File: config.mk
export PLATFORM = sky130hd
export DESIGN_NAME = point_light_color_accumulator_core
export DESIGN_NICKNAME = d
export VERILOG_FILES = /design/src/hw/rtl/plca_pkg.sv /design/src/hw/rtl/plca_sermul.sv /design/src/hw/rtl/plca_isqrt.sv /design/src/hw/rtl/plca_lane.sv /design/src/hw/rtl/point_light_color_accumulator_core.sv
export SDC_FILE = /design/constraint.sdc
export NUM_CORES = 2
export LEC_CHECK = 0
export CORE_MARGIN = 5
export CORE_UTILIZATION = 48
export CTS_BUF_LIST = sky130_fd_sc_hd__clkbuf_4 sky130_fd_sc_hd__clkbuf_8
export DETAILED_ROUTE_END_ITERATION = 8
export DONT_BUFFER_PORTS = 1
export GPL_ROUTABILITY_DRIVEN = 0
export GPL_TIMING_DRIVEN = 1
export HOLD_SLACK_MARGIN = 0.08
export PLACE_DENSITY_LB_ADDON = 0.12
export SYNTH_ARGS = -nofsm -noshare
export SYNTH_HDL_FRONTEND = slang
export SYNTH_SLANG_ARGS = --single-unit
File: constraint.sdc
create_clock -name clk -period 6.2 [get_ports clk]
set_input_delay 0.31 -clock clk [delete_from_list [all_inputs] [get_ports clk]]
set_output_delay 0.31 -clock clk [all_outputs]
set_load 0.005 [all_outputs]
File: src/hw/rtl/plca_pkg.sv
// ----------------------------------------------------------------------------
// plca_pkg
// Shared types and constants of the point light color accumulator.
// ----------------------------------------------------------------------------
package plca_pkg;

    localparam int CHAN_W   = 8;
    localparam int STR_W    = 9;
    localparam int POS_W    = 16;
    localparam int REACH_W  = 12;
    localparam int CFG_W    = 16;
    localparam int CFG_IDX_W = 3;

    // Magnitude of a position difference and its square.
    localparam int DIFF_W   = POS_W + 1;
    localparam int SQ_W     = 2 * DIFF_W;
    localparam int SUM_W    = SQ_W + 1;

    // Distance in Q.8, computed as the square root of a radicand of 2*ROOT_W bits.
    localparam int ROOT_W   = 26;
    localparam int FRAC_SH  = 16;

    // Scaled reach, scale product, channel product and quotient.
    localparam int DEN_W    = 24;
    localparam int MUL_W    = DEN_W + STR_W;
    localparam int NUM_W    = MUL_W + CHAN_W;
    localparam int REM_W    = NUM_W - 8;
    localparam int DV_W     = DEN_W + CHAN_W - 1;

    localparam logic [STR_W-1:0]  UNIT_STRENGTH = 9'd256;
    localparam logic [CHAN_W-1:0] CHAN_MAX      = 8'd255;

    localparam logic [CFG_IDX_W-1:0] CFG_AMBIENT_RED      = 3'd0;
    localparam logic [CFG_IDX_W-1:0] CFG_AMBIENT_GREEN    = 3'd1;
    localparam logic [CFG_IDX_W-1:0] CFG_AMBIENT_BLUE     = 3'd2;
    localparam logic [CFG_IDX_W-1:0] CFG_AMBIENT_STRENGTH = 3'd3;
    localparam logic [CFG_IDX_W-1:0] CFG_SPRITE_X         = 3'd4;
    localparam logic [CFG_IDX_W-1:0] CFG_SPRITE_Y         = 3'd5;

    typedef enum logic [2:0] {
        ST_IDLE,
        ST_BASE,
        ST_SQUARE,
        ST_ROOT,
        ST_TEST,
        ST_SCALE,
        ST_CHAN,
        ST_EMIT
    } state_t;

endpackage

File: src/hw/rtl/plca_sermul.sv
// ----------------------------------------------------------------------------
// plca_sermul
// Unsigned shift-add multiplier that consumes one multiplier bit per cycle.
// ----------------------------------------------------------------------------
module plca_sermul #(
    parameter int A_W = 8,
    parameter int B_W = 8
) (
    input  logic               clk,
    input  logic               rst_n,
    input  logic               start,
    input  logic [A_W-1:0]     a,
    input  logic [B_W-1:0]     b,
    output logic               done,
    output logic [A_W+B_W-1:0] product
);

    localparam int P_W   = A_W + B_W;
    localparam int CNT_W = $clog2(B_W);
    localparam logic [CNT_W-1:0] LAST = CNT_W'(B_W - 1);

    logic             busy_reg;
    logic [CNT_W-1:0] cnt_reg;
    logic [P_W-1:0]   mcand_reg;
    logic [B_W-1:0]   mplier_reg;
    logic [P_W-1:0]   acc_reg;

    always_ff @(posedge clk or negedge rst_n)
    begin
        if (!rst_n)
        begin
            busy_reg <= 1'b0;
            cnt_reg  <= '0;
        end
        else if (start)
        begin
            busy_reg <= 1'b1;
            cnt_reg  <= '0;
        end
        else if (busy_reg)
        begin
            if (cnt_reg == LAST)
            begin
                busy_reg <= 1'b0;
            end
            cnt_reg <= cnt_reg + 1'b1;
        end
    end

    always_ff @(posedge clk)
    begin
        if (start)
        begin
            mcand_reg  <= {{B_W{1'b0}}, a};
            mplier_reg <= b;
            acc_reg    <= '0;
        end
        else if (busy_reg)
        begin
            if (mplier_reg[0])
            begin
                acc_reg <= acc_reg + mcand_reg;
            end
            mcand_reg  <= {mcand_reg[P_W-2:0], 1'b0};
            mplier_reg <= {1'b0, mplier_reg[B_W-1:1]};
        end
    end

    assign done    = busy_reg && (cnt_reg == LAST);
    assign product = acc_reg;

endmodule

File: src/hw/rtl/plca_isqrt.sv
// ----------------------------------------------------------------------------
// plca_isqrt
// Restoring integer square root, one result bit per cycle.
// ----------------------------------------------------------------------------
module plca_isqrt #(
    parameter int ROOT_W = 26
) (
    input  logic                clk,
    input  logic                rst_n,
    input  logic                start,
    input  logic [2*ROOT_W-1:0] radicand,
    output logic                done,
    output logic [ROOT_W-1:0]   root
);

    localparam int RAD_W = 2 * ROOT_W;
    localparam int CNT_W = $clog2(ROOT_W);
    localparam logic [CNT_W-1:0] LAST = CNT_W'(ROOT_W - 1);

    logic              busy_reg;
    logic [CNT_W-1:0]  cnt_reg;
    logic [RAD_W-1:0]  rad_reg;
    logic [ROOT_W:0]   rem_reg;
    logic [ROOT_W-1:0] root_reg;

    logic [ROOT_W+2:0] rem_shift;
    logic [ROOT_W+2:0] trial;
    logic              fits;

    assign rem_shift = {rem_reg, rad_reg[RAD_W-1:RAD_W-2]};
    assign trial     = {1'b0, root_reg, 2'b01};
    assign fits      = (rem_shift >= trial);

    always_ff @(posedge clk or negedge rst_n)
    begin
        if (!rst_n)
        begin
            busy_reg <= 1'b0;
            cnt_reg  <= '0;
        end
        else if (start)
        begin
            busy_reg <= 1'b1;
            cnt_reg  <= '0;
        end
        else if (busy_reg)
        begin
            if (cnt_reg == LAST)
            begin
                busy_reg <= 1'b0;
            end
            cnt_reg <= cnt_reg + 1'b1;
        end
    end

    always_ff @(posedge clk)
    begin
        if (start)
        begin
            rad_reg  <= radicand;
            rem_reg  <= '0;
            root_reg <= '0;
        end
        else if (busy_reg)
        begin
            rad_reg <= {rad_reg[RAD_W-3:0], 2'b00};
            if (fits)
            begin
                rem_reg  <= (ROOT_W+1)'(rem_shift - trial);
                root_reg <= {root_reg[ROOT_W-2:0], 1'b1};
            end
            else
            begin
                rem_reg  <= rem_shift[ROOT_W:0];
                root_reg <= {root_reg[ROOT_W-2:0], 1'b0};
            end
        end
    end

    assign done = busy_reg && (cnt_reg == LAST);
    assign root = root_reg;

endmodule

File: src/hw/rtl/plca_lane.sv
// ----------------------------------------------------------------------------
// plca_lane
// One color channel: serial product, serial quotient and saturating update of
// the running channel value.
// ----------------------------------------------------------------------------
module plca_lane (
    input  logic                         clk,
    input  logic                         rst_n,
    input  logic                         start,
    input  logic                         load,
    input  logic [plca_pkg::CHAN_W-1:0]  color,
    input  logic [plca_pkg::MUL_W-1:0]   mul,
    input  logic [plca_pkg::DEN_W-1:0]   den,
    output logic                         done,
    output logic [plca_pkg::CHAN_W-1:0]  run
);

    logic                         mul_done;
    logic [plca_pkg::NUM_W-1:0]   product;

    logic                         load_reg;
    logic                         div_pend_reg;
    logic                         div_busy_reg;
    logic                         upd_reg;
    logic [2:0]                   div_cnt_reg;
    logic [plca_pkg::REM_W-1:0]   rem_reg;
    logic [plca_pkg::DV_W-1:0]    dv_reg;
    logic [plca_pkg::CHAN_W-1:0]  q_reg;
    logic [plca_pkg::CHAN_W-1:0]  run_reg;

    logic                         fits;
    logic [plca_pkg::CHAN_W:0]    sum;

    plca_sermul #(
        .A_W (plca_pkg::MUL_W),
        .B_W (plca_pkg::CHAN_W)
    ) u_mul (
        .clk     (clk),
        .rst_n   (rst_n),
        .start   (start),
        .a       (mul),
        .b       (color),
        .done    (mul_done),
        .product (product)
    );

    assign fits = (rem_reg >= {2'b00, dv_reg});
    assign sum  = {1'b0, (load_reg ? {plca_pkg::CHAN_W{1'b0}} : run_reg)} + {1'b0, q_reg};

    always_ff @(posedge clk or negedge rst_n)
    begin
        if (!rst_n)
        begin
            load_reg     <= 1'b0;
            div_pend_reg <= 1'b0;
            div_busy_reg <= 1'b0;
            upd_reg      <= 1'b0;
            div_cnt_reg  <= '0;
            run_reg      <= '0;
        end
        else
        begin
            if (start)
            begin
                load_reg <= load;
            end
            div_pend_reg <= mul_done;
            upd_reg      <= div_busy_reg && (div_cnt_reg == 3'd7);
            if (div_pend_reg)
            begin
                div_busy_reg <= 1'b1;
                div_cnt_reg  <= '0;
            end
            else if (div_busy_reg)
            begin
                if (div_cnt_reg == 3'd7)
                begin
                    div_busy_reg <= 1'b0;
                end
                div_cnt_reg <= div_cnt_reg + 1'b1;
            end
            if (upd_reg)
            begin
                run_reg <= sum[plca_pkg::CHAN_W] ? plca_pkg::CHAN_MAX
                                                 : sum[plca_pkg::CHAN_W-1:0];
            end
        end
    end

    always_ff @(posedge clk)
    begin
        if (div_pend_reg)
        begin
            rem_reg <= product[plca_pkg::NUM_W-1:8];
            dv_reg  <= {den, 7'b0};
            q_reg   <= '0;
        end
        else if (div_busy_reg)
        begin
            if (fits)
            begin
                rem_reg <= rem_reg - {2'b00, dv_reg};
            end
            q_reg  <= {q_reg[plca_pkg::CHAN_W-2:0], fits};
            dv_reg <= {1'b0, dv_reg[plca_pkg::DV_W-1:1]};
        end
    end

    assign done = upd_reg;
    assign run  = run_reg;

endmodule

File: src/hw/rtl/point_light_color_accumulator_core.sv
// ----------------------------------------------------------------------------
// point_light_color_accumulator_core
// Accumulates the lit color of a sprite over a pass of point lights.
// ----------------------------------------------------------------------------
// The block takes one word at a time and holds item_stall high while it works.
// A light that is not the first of its pass runs two bit-serial squares of
// the offsets, a bit-serial square root of the distance, the scale product,
// and the per-channel product and quotient, which run in three parallel
// lanes. A light out of reach or with zero reach ends after the square root.
// The first word of a pass first loads the ambient base through the same
// lanes. A finish word, after any base load, places the color in an output
// register, so the next pass may start while that result waits.
// ----------------------------------------------------------------------------
module point_light_color_accumulator_core (
    input  logic                            clk,
    input  logic                            rst_n,
    input  logic                            cfg_write,
    input  logic [plca_pkg::CFG_IDX_W-1:0]  cfg_index,
    input  logic [plca_pkg::CFG_W-1:0]      cfg_data,
    input  logic                            item_valid,
    output logic                            item_stall,
    input  logic                            func,
    input  logic signed [15:0]              light_x,
    input  logic signed [15:0]              light_y,
    input  logic [7:0]                      light_red,
    input  logic [7:0]                      light_green,
    input  logic [7:0]                      light_blue,
    input  logic [8:0]                      light_strength,
    input  logic [11:0]                     light_reach,
    output logic                            result_valid,
    input  logic                            result_stall,
    output logic [7:0]                      lit_red,
    output logic [7:0]                      lit_green,
    output logic [7:0]                      lit_blue
);

    localparam int CW = plca_pkg::CHAN_W;

    plca_pkg::state_t state_reg;
    plca_pkg::state_t state_next;
    logic             go_reg;
    logic             go_next;

    logic [CW-1:0]                  amb_red_reg;
    logic [CW-1:0]                  amb_green_reg;
    logic [CW-1:0]                  amb_blue_reg;
    logic [plca_pkg::STR_W-1:0]     amb_str_reg;
    logic [plca_pkg::POS_W-1:0]     sprite_x_reg;
    logic [plca_pkg::POS_W-1:0]     sprite_y_reg;

    logic                           func_reg;
    logic [plca_pkg::POS_W-1:0]     lx_reg;
    logic [plca_pkg::POS_W-1:0]     ly_reg;
    logic [CW-1:0]                  lr_reg;
    logic [CW-1:0]                  lg_reg;
    logic [CW-1:0]                  lb_reg;
    logic [plca_pkg::STR_W-1:0]     ls_reg;
    logic [plca_pkg::REACH_W-1:0]   reach_reg;

    logic                           fresh_reg;
    logic                           out_valid_reg;
    logic [CW-1:0]                  lit_red_reg;
    logic [CW-1:0]                  lit_green_reg;
    logic [CW-1:0]                  lit_blue_reg;

    logic                           accept;
    logic                           emit;
    logic                           base_done;

    logic [plca_pkg::DIFF_W:0]      dx;
    logic [plca_pkg::DIFF_W:0]      dy;
    logic [plca_pkg::DIFF_W:0]      ndx;
    logic [plca_pkg::DIFF_W:0]      ndy;
    logic [plca_pkg::DIFF_W-1:0]    adx;
    logic [plca_pkg::DIFF_W-1:0]    ady;
    logic [plca_pkg::SQ_W-1:0]      sqx;
    logic [plca_pkg::SQ_W-1:0]      sqy;
    logic                           sqx_done;
    logic                           sqy_done;
    logic [2*plca_pkg::ROOT_W-1:0]  radicand;
    logic                           root_done;
    logic [plca_pkg::ROOT_W-1:0]    d8;

    logic [plca_pkg::STR_W-1:0]     amb_s;
    logic [plca_pkg::STR_W-1:0]     cap;
    logic [plca_pkg::STR_W-1:0]     lit_s;
    logic [plca_pkg::STR_W-1:0]     inten;
    logic [plca_pkg::DEN_W-1:0]     r8;
    logic [plca_pkg::DEN_W-1:0]     diff;
    logic                           no_light;
    logic                           scale_done;
    logic [plca_pkg::MUL_W-1:0]     scale;

    logic                           lane_start;
    logic                           lane_load;
    logic [plca_pkg::MUL_W-1:0]     lane_mul;
    logic [plca_pkg::DEN_W-1:0]     lane_den;
    logic [CW-1:0]                  col_red;
    logic [CW-1:0]                  col_green;
    logic [CW-1:0]                  col_blue;
    logic                           red_done;
    logic                           green_done;
    logic                           blue_done;
    logic                           lanes_done;
    logic [CW-1:0]                  run_red;
    logic [CW-1:0]                  run_green;
    logic [CW-1:0]                  run_blue;

    assign item_stall   = (state_reg != plca_pkg::ST_IDLE);
    assign accept       = item_valid && !item_stall;
    assign emit         = (state_reg == plca_pkg::ST_EMIT)
                          && (!out_valid_reg || !result_stall);
    assign lanes_done   = red_done && green_done && blue_done;
    assign base_done    = (state_reg == plca_pkg::ST_BASE) && lanes_done;

    // Offsets from the light to twice the sprite position, as magnitudes.
    assign dx  = {lx_reg[15], lx_reg[15], lx_reg} - {sprite_x_reg[15], sprite_x_reg, 1'b0};
    assign dy  = {ly_reg[15], ly_reg[15], ly_reg} - {sprite_y_reg[15], sprite_y_reg, 1'b0};
    assign ndx = '0 - dx;
    assign ndy = '0 - dy;
    assign adx = dx[plca_pkg::DIFF_W] ? ndx[plca_pkg::DIFF_W-1:0] : dx[plca_pkg::DIFF_W-1:0];
    assign ady = dy[plca_pkg::DIFF_W] ? ndy[plca_pkg::DIFF_W-1:0] : dy[plca_pkg::DIFF_W-1:0];

    assign radicand = {1'b0, {1'b0, sqx} + {1'b0, sqy}, {plca_pkg::FRAC_SH{1'b0}}};

    assign amb_s = (amb_str_reg > plca_pkg::UNIT_STRENGTH) ? plca_pkg::UNIT_STRENGTH
                                                           : amb_str_reg;
    assign cap   = plca_pkg::UNIT_STRENGTH - amb_s;
    assign lit_s = (ls_reg > plca_pkg::UNIT_STRENGTH) ? plca_pkg::UNIT_STRENGTH : ls_reg;
    assign inten = (lit_s > cap) ? cap : lit_s;

    // Ten times the reach in Q.8 is reach * 2560 = reach * (2048 + 512).
    assign r8       = {1'b0, reach_reg, 11'b0} + {3'b000, reach_reg, 9'b0};
    assign no_light = (reach_reg == '0) || (d8 >= {2'b00, r8});
    assign diff     = r8 - d8[plca_pkg::DEN_W-1:0];

    assign lane_start = go_reg && ((state_reg == plca_pkg::ST_BASE)
                                   || (state_reg == plca_pkg::ST_CHAN));
    assign lane_load  = (state_reg == plca_pkg::ST_BASE);
    assign lane_mul   = lane_load ? {{(plca_pkg::MUL_W-plca_pkg::STR_W){1'b0}}, amb_s} : scale;
    assign lane_den   = lane_load ? plca_pkg::DEN_W'(1) : r8;
    assign col_red    = lane_load ? amb_red_reg : lr_reg;
    assign col_green  = lane_load ? amb_green_reg : lg_reg;
    assign col_blue   = lane_load ? amb_blue_reg : lb_reg;

    plca_sermul #(
        .A_W (plca_pkg::DIFF_W),
        .B_W (plca_pkg::DIFF_W)
    ) u_sqx (
        .clk     (clk),
        .rst_n   (rst_n),
        .start   (go_reg && (state_reg == plca_pkg::ST_SQUARE)),
        .a       (adx),
        .b       (adx),
        .done    (sqx_done),
        .product (sqx)
    );

    plca_sermul #(
        .A_W (plca_pkg::DIFF_W),
        .B_W (plca_pkg::DIFF_W)
    ) u_sqy (
        .clk     (clk),
        .rst_n   (rst_n),
        .start   (go_reg && (state_reg == plca_pkg::ST_SQUARE)),
        .a       (ady),
        .b       (ady),
        .done    (sqy_done),
        .product (sqy)
    );

    plca_isqrt #(
        .ROOT_W (plca_pkg::ROOT_W)
    ) u_root (
        .clk      (clk),
        .rst_n    (rst_n),
        .start    (go_reg && (state_reg == plca_pkg::ST_ROOT)),
        .radicand (radicand),
        .done     (root_done),
        .root     (d8)
    );

    plca_sermul #(
        .A_W (plca_pkg::DEN_W),
        .B_W (plca_pkg::STR_W)
    ) u_scale (
        .clk     (clk),
        .rst_n   (rst_n),
        .start   (go_reg && (state_reg == plca_pkg::ST_SCALE)),
        .a       (diff),
        .b       (inten),
        .done    (scale_done),
        .product (scale)
    );

    plca_lane u_red (
        .clk   (clk),
        .rst_n (rst_n),
        .start (lane_start),
        .load  (lane_load),
        .color (col_red),
        .mul   (lane_mul),
        .den   (lane_den),
        .done  (red_done),
        .run   (run_red)
    );

    plca_lane u_green (
        .clk   (clk),
        .rst_n (rst_n),
        .start (lane_start),
        .load  (lane_load),
        .color (col_green),
        .mul   (lane_mul),
        .den   (lane_den),
        .done  (green_done),
        .run   (run_green)
    );

    plca_lane u_blue (
        .clk   (clk),
        .rst_n (rst_n),
        .start (lane_start),
        .load  (lane_load),
        .color (col_blue),
        .mul   (lane_mul),
        .den   (lane_den),
        .done  (blue_done),
        .run   (run_blue)
    );

    always_ff @(posedge clk or negedge rst_n)
    begin
        if (!rst_n)
        begin
            state_reg <= plca_pkg::ST_IDLE;
            go_reg    <= 1'b0;
        end
        else
        begin
            state_reg <= state_next;
            go_reg    <= go_next;
        end
    end

    always_comb
    begin
        state_next = state_reg;
        go_next    = 1'b0;
        case (state_reg)
            plca_pkg::ST_IDLE:
            begin
                if (accept)
                begin
                    go_next = 1'b1;
                    if (fresh_reg)
                    begin
                        state_next = plca_pkg::ST_BASE;
                    end
                    else if (func)
                    begin
                        state_next = plca_pkg::ST_EMIT;
                    end
                    else
                    begin
                        state_next = plca_pkg::ST_SQUARE;
                    end
                end
            end
            plca_pkg::ST_BASE:
            begin
                if (lanes_done)
                begin
                    go_next    = 1'b1;
                    state_next = func_reg ? plca_pkg::ST_EMIT : plca_pkg::ST_SQUARE;
                end
            end
            plca_pkg::ST_SQUARE:
            begin
                if (sqx_done && sqy_done)
                begin
                    go_next    = 1'b1;
                    state_next = plca_pkg::ST_ROOT;
                end
            end
            plca_pkg::ST_ROOT:
            begin
                if (root_done)
                begin
                    state_next = plca_pkg::ST_TEST;
                end
            end
            plca_pkg::ST_TEST:
            begin
                if (no_light)
                begin
                    state_next = plca_pkg::ST_IDLE;
                end
                else
                begin
                    go_next    = 1'b1;
                    state_next = plca_pkg::ST_SCALE;
                end
            end
            plca_pkg::ST_SCALE:
            begin
                if (scale_done)
                begin
                    go_next    = 1'b1;
                    state_next = plca_pkg::ST_CHAN;
                end
            end
            plca_pkg::ST_CHAN:
            begin
                if (lanes_done)
                begin
                    state_next = plca_pkg::ST_IDLE;
                end
            end
            plca_pkg::ST_EMIT:
            begin
                if (emit)
                begin
                    state_next = plca_pkg::ST_IDLE;
                end
            end
            default:
            begin
                state_next = plca_pkg::ST_IDLE;
            end
        endcase
    end

    always_ff @(posedge clk or negedge rst_n)
    begin
        if (!rst_n)
        begin
            amb_red_reg   <= '0;
            amb_green_reg <= '0;
            amb_blue_reg  <= '0;
            amb_str_reg   <= '0;
            sprite_x_reg  <= '0;
            sprite_y_reg  <= '0;
            fresh_reg     <= 1'b1;
            out_valid_reg <= 1'b0;
        end
        else
        begin
            if (cfg_write)
            begin
                case (cfg_index)
                    plca_pkg::CFG_AMBIENT_RED:      amb_red_reg   <= cfg_data[7:0];
                    plca_pkg::CFG_AMBIENT_GREEN:    amb_green_reg <= cfg_data[7:0];
                    plca_pkg::CFG_AMBIENT_BLUE:     amb_blue_reg  <= cfg_data[7:0];
                    plca_pkg::CFG_AMBIENT_STRENGTH: amb_str_reg   <= cfg_data[8:0];
                    plca_pkg::CFG_SPRITE_X:         sprite_x_reg  <= cfg_data;
                    plca_pkg::CFG_SPRITE_Y:         sprite_y_reg  <= cfg_data;
                    default:
                    begin
                    end
                endcase
            end
            if (base_done)
            begin
                fresh_reg <= 1'b0;
            end
            else if (emit)
            begin
                fresh_reg <= 1'b1;
            end
            if (emit)
            begin
                out_valid_reg <= 1'b1;
            end
            else if (!result_stall)
            begin
                out_valid_reg <= 1'b0;
            end
        end
    end

    always_ff @(posedge clk)
    begin
        if (accept)
        begin
            func_reg  <= func;
            lx_reg    <= light_x;
            ly_reg    <= light_y;
            lr_reg    <= light_red;
            lg_reg    <= light_green;
            lb_reg    <= light_blue;
            ls_reg    <= light_strength;
            reach_reg <= light_reach;
        end
        if (emit)
        begin
            lit_red_reg   <= run_red;
            lit_green_reg <= run_green;
            lit_blue_reg  <= run_blue;
        end
    end

    assign result_valid = out_valid_reg;
    assign lit_red      = lit_red_reg;
    assign lit_green    = lit_green_reg;
    assign lit_blue     = lit_blue_reg;

endmodule

==> summary.txt <==
Floorplanning
  – Initial Util: 48.25%
  – Ports: 128
  – Core Region: 135,300 um2
  – Core Rows: 135
  – Chip height: 378.8 um
  – Die width: 378.8 um
  – Die ar.: 143,500 um2

Layout
  – Commonest non-fill, non-tap cell in the layout: nand2_1
  – Most frequent cells in the layout: nand2_1 (964), a21oi_1 (595), nor2_1 (575)
  – Synth-to-Final Area Change: 12.01%
  – Layout cells sized above 1: 7.177%
  – Final instance area: 73,130 um2
  – Util after Layout: 54.05%
  – Post-layout net count: 7,921
  – Post-Layout Cell Count: 9,258

Drt
  – DR vias: 52,800
  – Via density: 5.704
  – DRC: 0
  – First-pass DRT Iterations: 8
  – WL final: 181,900 um
  – DR WL/cell: 19.64 um
  – Initial DRC count: 3,513
  – Remaining antenna violation count: 0

Place
  – Input/output buffers: 0
  – Pre-CTS setup slack: 1.670 ns
  – Placed cell count: 8,690
  – Area after DPL: 66,980 um2
  – Dpl hpwl: 131,600 um

GRT
  – Largest net degree at the start of global routing: 137
  – Vias in the first global route: 51,190
  – Grt total ovfl: 0
  – Global-route wire length before repair: 285,700 um
  – Gr usage total: 24.97%
  – Initial antenna violation count: 10

Clocking
  – Setup Buffers After CTS: 0
  – Sink Count: 1,071
  – CTS tree: built
  – Root buf cell: clkbuf_8
  – CTS-repair resized insts: 0
  – Clk_lat worst skew: 0.92 ns
  – H-tree depth: 4
  – CTS Buf Count: 188
  – Clk slew on worst S/H paths: 0.06 ns
  – Post-CTS Hold Buffers: 203
  – Max clock buf depth: 3

Yosys
  – Main synth FF type: edfxtp_1
  – Post-synthesis sequential area ratio: 42.14%
  – Synthesized cell area: 65,290 um2
  – Syn Area/Cell: 9.140 um2
  – Flops & latches, synth: 1,071
  – Synthesized instance count: 7,143
  – EDFF count, synth: 532
  – Post-synthesis cell type count: 92
  – Syn_nets: 7,762
  – Synth top area cells: edfxtp_1 (24%), dfxtp_1 (12%), ha_1 (9.6%), dfrtp_1 (5.7%), nand2_1 (5.6%)
  – YS warnings: 0
  – Cell accounting for the most synthesized area: edfxtp_1
  – Asr flop ratio synth: 13.91%
  – Yosys top cell area share: 24.47%

Power and ir drop
  – Pwr Density: 622.2 nW/um2
  – Maximum VDD drop: 0.2674 mV
  – LEAKAGE: 31.25 nW
  – Pwr Total: 45.50 mW

Worst setup path
  – Crit path capture type: flip-flop
  – Setup crit start: reach_reg[1]
  – R2R setup slack: 1.60 ns
  – CP arrival: 5.37 ns
  – Startpoint Class: flip-flop
  – Crit Path Max Fanout: 7
  – Reg2Reg Depth: 20
  – Crit path capture: state_reg[2]
  – Setup CP Type: flip-flop to flip-flop
  – Worst R2R End: state_reg[2]
  – Worst r2r src: reach_reg[1]
  – Worst path required time: 6.97 ns

STA
  – Worst hold slack: 0.1584 ns
  – Fmax: 217.4 MHz
  – Skew final: 0.05156 ns
  – Fin worst setup slack: 1.600 ns
  – Crit share post-route: 74.20%
  – RSZ-0062 raised after global routing: false
  – Setup TNS: 0 ns
  – Max transition margin: 23.46%
  – Tightest Pin Transition: 1.144 ns
  – Final hold violation count: 0
  – Tmin final: 4.600 ns
  – Final setup vio count: 0
  – Pins over their slew limit: 0

Job
  – Max-Cap Viols: 0

Min path
  – Hold Path Class: input pin to flip-flop

Status
  – Status: complete, no violations
==> how the worst min path moves through the flow <==
stage,startpoint,end,slack [ns],cells past startpoint
global placement,rst_n,u_red.run[1],0.02,0
global route,cfg_index[1],amb_str_reg[7],0.11,2
CTS,cfg_index[1],amb_str_reg[7],0.08,2
finish,cfg_index[1],amb_str_reg[4],0.16,2
floorplan,rst_n,amb_blue_reg[0],0.01,0
detailed placement,rst_n,u_red.run[1],0.02,0
==> power breakdown <==
group          switching [mW]  internal (mW)  total, mW
clock                    3.10           3.97       7.07
sequential               2.47           11.6       14.0
combinational            14.3           10.1       24.4
==> synthesized netlist by cell type, drive strengths merged (148+ instances only) <==
library cell  count
nand2           970
dfrtp           148
xnor2           238
a21oi           597
nor2            578
o21ai           486
edfxtp          532
a21o            221
clkbuf          252
dfxtp           390
ha              501
inv             348
mux2i           186
==> critical path: stages, from the launching register on <==
cell and delay, ns:
edfxtp_1 0.56, ha_1 0.35, a21o_1 0.18, a21oi_1 0.21, o21ai_0 0.11, a21oi_1 0.22
o21ai_0 0.11, a21oi_1 0.26, o21ai_0 0.12, a21oi_1 0.19, xor2_1 0.39, inv_1 0.09
ha_1 0.35, inv_1 0.09, o21bai_1 0.14, a21oi_1 0.11, a2111oi_0 0.39, o21ai_0 0.15
nand4_1 0.19, o2111a_1 0.21, a21oi_1 0.04
==> cell families (layout without fill, tap and decap cells) <==
| kind of cell | count (synthesis) | count (layout) | synth area share (%) |
|---|---|---|---|
| AO/OA/AOI/OAI | 1970 | 1970 | 18.89 |
| other | 0 | 9 | 0 |
| multiplexers | 245 | 245 | 3.869 |
| adder cells (fa/ha/maj) | 517 | 517 | 10.09 |
| XOR/XNOR | 384 | 384 | 5.163 |
| AND/OR/NAND/NOR | 2314 | 2314 | 16.13 |
| flip-flops | 1071 | 1071 | 42.14 |
| buffers and inverters | 642 | 967 | 3.714 |
==> cell type report <==
cell class / count / area, um2
Antenna cell: 9 / 22.52
Clock buffer: 293 / 3532
Clock inverter: 63 / 545.5
Fill cell: 12290 / 62170
Inverter: 348 / 1306
Multi-Input combinational cell: 5430 / 35450
Sequential cell: 1071 / 27520
Tap cell: 1781 / 2228
Timing Repair Buffer: 263 / 2525
==> layer usage <==
| metal | part of all wire [%] | routed length, um | track usage, % |
|---|---|---|---|
| met5 | 0.0060 | 11 | 0 |
| met2 | 47 | 85820 | 42.27 |
| met3 | 5.3 | 9573 | 3.595 |
| met4 | 3.7 | 6687 | 9.201 |
| met1 | 44 | 79770 | 32.61 |
Power figures use the tool's default switching activity.
